==> config.mk <==
export PLATFORM = sky130hd
export DESIGN_NAME = sfht_hash
export DESIGN_NICKNAME = d
export VERILOG_FILES = /design/src/sv/sfht_pkg.sv /design/src/sv/sfht_hash.sv
export SDC_FILE = /design/constraint.sdc
export NUM_CORES = 2
export LEC_CHECK = 0
export BUFFER_PORTS_ARGS = -buffer_cell sky130_fd_sc_hd__buf_2
export CAP_MARGIN = 20
export CORE_ASPECT_RATIO = 1.1
export CORE_MARGIN = 2
export CORE_UTILIZATION = 35
export CTS_CLUSTER_DIAMETER = 50
export DETAILED_ROUTE_END_ITERATION = 10
export PLACE_DENSITY = 0.58
export SLEW_MARGIN = 20
export SYNTH_ARGS = -nofsm -noshare
export SYNTH_HDL_FRONTEND = slang
export SYNTH_SLANG_ARGS = --single-unit
==> constraint.sdc <==
create_clock -name aclk -period 27.5 [get_ports aclk]
set_clock_uncertainty 0.2 [all_clocks]
set_input_delay 4.125 -clock aclk [delete_from_list [all_inputs] [get_ports aclk]]
set_output_delay 4.125 -clock aclk [all_outputs]
set_load 0.03 [all_outputs]
==> src/sv/sfht_pkg.sv <==
//------------------------------------------------------------------------------
// Session flow hash table package
// Command and status codes and the hash constant.
//------------------------------------------------------------------------------
`timescale 1ns / 1ps
`default_nettype none

package sfht_pkg;

    localparam logic [1:0] CMD_INSERT = 2'd0;
    localparam logic [1:0] CMD_REMOVE = 2'd1;
    localparam logic [1:0] CMD_FIND   = 2'd2;

    localparam logic [1:0] ST_DONE     = 2'd0;
    localparam logic [1:0] ST_NOTFOUND = 2'd1;
    localparam logic [1:0] ST_MISUSE   = 2'd2;

    localparam logic [31:0] HASH_MULT = 32'h811c9dc5;

endpackage

`default_nettype wire

==> src/sv/sfht_hash.sv <==
//------------------------------------------------------------------------------
// Session flow hash unit
// Multiply-xor hash over the key bytes, one byte a cycle, then a reduction
// modulo HASH_MOD by folding the upper word and a reciprocal multiplication.
//------------------------------------------------------------------------------
`timescale 1ns / 1ps
`default_nettype none

module sfht_hash
    import sfht_pkg::*;
#(
    parameter int HASH_MOD  = 99991,
    parameter int KEY_BYTES = 12,
    parameter int BW        = $clog2(HASH_MOD)
) (
    input  wire logic          aclk,
    input  wire logic          aresetn,
    input  wire logic          start,
    input  wire logic [63:0]   key_lo,
    input  wire logic [31:0]   key_hi,
    output logic               done,
    output logic [BW-1:0]      bucket
);

    localparam logic [63:0] MOD64  = 64'(HASH_MOD);
    // Residue of 2**32 for folding, and a reciprocal scaled by 2**(32+BW).
    localparam logic [16:0] FOLD_C = 17'((64'd1 << 32) % MOD64);
    localparam logic [32:0] RECIP  = 33'((64'd1 << (32 + BW)) / MOD64);

    typedef enum logic [2:0] {S_IDLE, S_MULT, S_FOLD, S_QUOT, S_REM, S_FIX} state_t;

    state_t        state_reg;
    logic [3:0]    byte_reg;
    logic [63:0]   h_reg;
    logic [95:0]   key_reg;
    logic [31:0]   q_reg;

    logic [63:0] lo_prod;
    logic [31:0] hi_prod;
    logic [63:0] h_mult;
    logic [7:0]  kb;
    logic [63:0] h_fold;
    logic [64:0] q_prod;
    logic [63:0] r_prod;

    // The 64x32 product is built from two 32x32 halves.
    always_comb begin
        lo_prod = 64'(h_reg[31:0]) * 64'(HASH_MULT);
        hi_prod = h_reg[63:32] * HASH_MULT;
        h_mult  = lo_prod + {hi_prod, 32'd0};
        kb      = key_reg[8*byte_reg +: 8];
        h_fold  = 64'(h_reg[63:32]) * 64'(FOLD_C) + 64'(h_reg[31:0]);
        q_prod  = 65'(h_reg[31:0]) * 65'(RECIP);
        r_prod  = 64'(q_reg) * MOD64;
    end

    always_ff @(posedge aclk) begin
        if (!aresetn) begin
            state_reg <= S_IDLE;
            done      <= 1'b0;
        end else begin
            done <= 1'b0;
            case (state_reg)
                S_IDLE: begin
                    if (start) begin
                        key_reg   <= {key_hi, key_lo};
                        h_reg     <= '0;
                        byte_reg  <= '0;
                        state_reg <= S_MULT;
                    end
                end
                S_MULT: begin
                    h_reg    <= h_mult ^ 64'(kb);
                    byte_reg <= byte_reg + 4'd1;
                    if (32'(byte_reg) == KEY_BYTES - 1)
                        state_reg <= S_FOLD;
                end
                S_FOLD: begin
                    // At most four folds bring the value below 2**32.
                    if (h_reg[63:32] == '0)
                        state_reg <= S_QUOT;
                    else
                        h_reg <= h_fold;
                end
                S_QUOT: begin
                    q_reg     <= 32'(q_prod >> (32 + BW));
                    state_reg <= S_REM;
                end
                S_REM: begin
                    // The quotient estimate is at most one short.
                    h_reg     <= h_reg - r_prod;
                    state_reg <= S_FIX;
                end
                S_FIX: begin
                    if (h_reg >= MOD64)
                        h_reg <= h_reg - MOD64;
                    done      <= 1'b1;
                    state_reg <= S_IDLE;
                end
                default: state_reg <= S_IDLE;
            endcase
        end
    end

    assign bucket = h_reg[BW-1:0];

endmodule

`default_nettype wire

==> run metrics <==
Initial Util=0.353; Synth Warn #=0; share of the synthesized area in the top cell type=0.382; drt pass-1 iters=7; core area=about 190000 sq um; clock sink count=184; Critical Path AT=around 11 ns; Setup crit start kind=flip-flop; cell accounting for the most synthesized area=fa_1; Hold Crit Class=reg2reg; Synth cell types=82; Max Clock Freq=0.0903 GHz; Slew Viols, Final=0; Post-DRT Antenna Nets=0; Net Count, Synth=9129; gr usage total=0.256; post-CTS sizing=0; CTS H-tree lvls=4; post-synthesis register bit count=184; RSZ-0062 raised after global routing=no; max FFs per register=96; Root Buffer=clkbuf_16; PnR worst setup slack=16.43 ns; nets=9261; CTS tree=built; die area=191000 sq um; status=finished, final reports clean; pre-CTS setup slack=about 16 ns; DRT iter0 DRCs=3889; post-route setup TNS=0 ns; Via Count=46702; grt total ovfl=0; Die Wd=417 um; slowest cell delay on critical path=0.99 ns; commonest non-fill, non-tap cell in the layout=inv_1; Post-Syn Area=65700 sq um; commonest non-fill, non-tap cells in the layout=inv_1, ha_1, fa_1; Post-CTS Setup Bufs=0; Final min period=11.07 ns; Avg Cell Area, Syn=10.2 sq um; Rows=166; wire per inst=26.7 um; TritonCTS Buffers=17; Setup crit end kind=flip-flop; antenna violations before repair=10; clock slew at reported path FFs=around 0.09 ns; first-pass GRT wire length=351 mm; final wirelength=241 mm; critical path's most frequent cell=ha_1; worst skew pair latency=0.51 ns; Area contributors post-synth=fa_1, ha_1, inv_1; EDFF count, synth=180; DP HPWL=212 mm; gpl congestion=1.01; vias in the first global route=about 50000; DRC Markers=0; fin crit share=0.403; Final setup viols=0; pin count of the biggest net entering global routing=98; ys async rst share=0; die height=458 um; # fillers=18643; via-per-instance ratio=5.16; IO Port Bufs=116; Tightest Pin Transition=1.24 ns; CP max-delay cell=edfxtp_1; relative slew slack=0.171; CP max FO=15; Mapped Cells=6457; IO Count=117; Seq/Total Area, Yosys=0.0835; final hold violations=0; Worst Path Class, Setup=reg2reg; ratio of cells with drive above 1 in the final layout=0.0432; Most used DFF post-synth=edfxtp_1; maxcap violations=0; area grow syn2layout=6.88%; CTS Hold Buffers Added=0; required time worst endpoint=27.53 ns; clk buf depth=2
per-layer routing:
layer | part of all wire | up-vias | global-route usage
li1 | - | 20581 | -
met1 | 0.40 | 24001 | 0.324
met2 | 0.47 | 1639 | 0.428
met3 | 0.059 | 471 | 0.0326
met4 | 0.066 | 10 | 0.135
met5 | 0.00025 | - | 0
synth_stat cells (5+ instances only):
cell and count:
a311oi_1 5, nand4_1 40, buf_4 17, o21a_1 26
a221o_1 5, and2_1 19, nand2b_1 21, nand2_1 149
or3_1 16, a21boi_0 7, nor2_1 150, nor3b_1 6
a221oi_1 11, a31o_2 5, or4_1 5, fa_1 1254
a31oi_1 30, and3_1 25, mux4_2 24, o31ai_1 10
a22oi_1 12, or2_2 8, ha_1 1319, a211oi_1 40
xor2_1 85, o221ai_1 10, a21o_1 124, o21bai_1 22
a2111oi_0 8, a211o_1 8, o211ai_1 19, a21oi_1 210
nor2b_1 25, clkbuf_1 57, o22ai_1 44, xnor2_1 178
nor3_1 37, inv_1 1954, buf_1 5, nor4_1 6
mux2i_1 15, o21ai_0 136, nand3_1 65, edfxtp_1 180
and4_1 6
cells by family (layout without fill, tap and decap cells):
| kind of cell | count (synthesis) | after routing | synth area share |
|---|---|---|---|
| fa+ha+maj | 2573 | 2573 | 0.633 |
| flops | 184 | 184 | 0.0835 |
| simple gates | 585 | 585 | 0.0431 |
| buf+inv | 2035 | 2180 | 0.117 |
| compound gates | 775 | 775 | 0.0766 |
| mux | 41 | 41 | 0.0109 |
| other cells | 1 | 8 | 0.0000571 |
| xor+xnor | 263 | 263 | 0.0351 |
metrics by stage:
step / cells / hold slack, ns / util / cell area [sq um]
floorplan: 6457 / 0.432 / - / 65700
global placement: 9006 / 0.449 / 0.373 / 69600
detailed placement: 9006 / 0.440 / 0.373 / 69600
CTS: 9038 / 0.456 / 0.377 / 70200
global route: 9044 / 0.509 / 0.377 / 70200
finish: 9045 / 0.465 / 0.377 / 70200
path summary, 6_finish.rpt:
check / cells past startpoint / endpoint / startpoint / slack (ns)
setup reg to reg: 35 / h_reg[63]$_DFFE_PP_ / h_reg[33]$_DFFE_PP_ / 16.43
hold / removal: 2 / state_reg[1]$_SDFFE_PN0P_ / state_reg[1]$_SDFFE_PN0P_ / 0.46
hold reg to reg: 2 / state_reg[1]$_SDFFE_PN0P_ / state_reg[1]$_SDFFE_PN0P_ / 0.46
setup / recovery: 35 / h_reg[63]$_DFFE_PP_ / h_reg[33]$_DFFE_PP_ / 16.43
critical path: cells and delay by family (launching register included):
kind	cells	cell delay, ns
buffers and inverters	7	0.56
flip-flops	1	0.99
AND/OR/NAND/NOR	4	0.93
adder cells (fa/ha/maj)	14	5.45
XOR/XNOR	3	0.51
AO/OA/AOI/OAI	7	2.13
layout make-up:
| class | count | area (sq um) | share of cell area |
|---|---|---|---|
| inverter | 1954 | 7330 | 0.104 |
| multi-input combinational | 4238 | 52500 | 0.748 |
| clock inverter | 15 | 206 | 0.00294 |
| tap | 2436 | 3050 | 0.0434 |
| timing repair buffer | 194 | 1170 | 0.0167 |
| sequential | 184 | 5490 | 0.0781 |
| antenna | 7 | 17.5 | 0.000250 |
| clock buffer | 17 | 425 | 0.00606 |
Power is left out: the tool's default activity adds up to more than one toggle a clock period on the data nets, which glitch-free logic cannot reach.
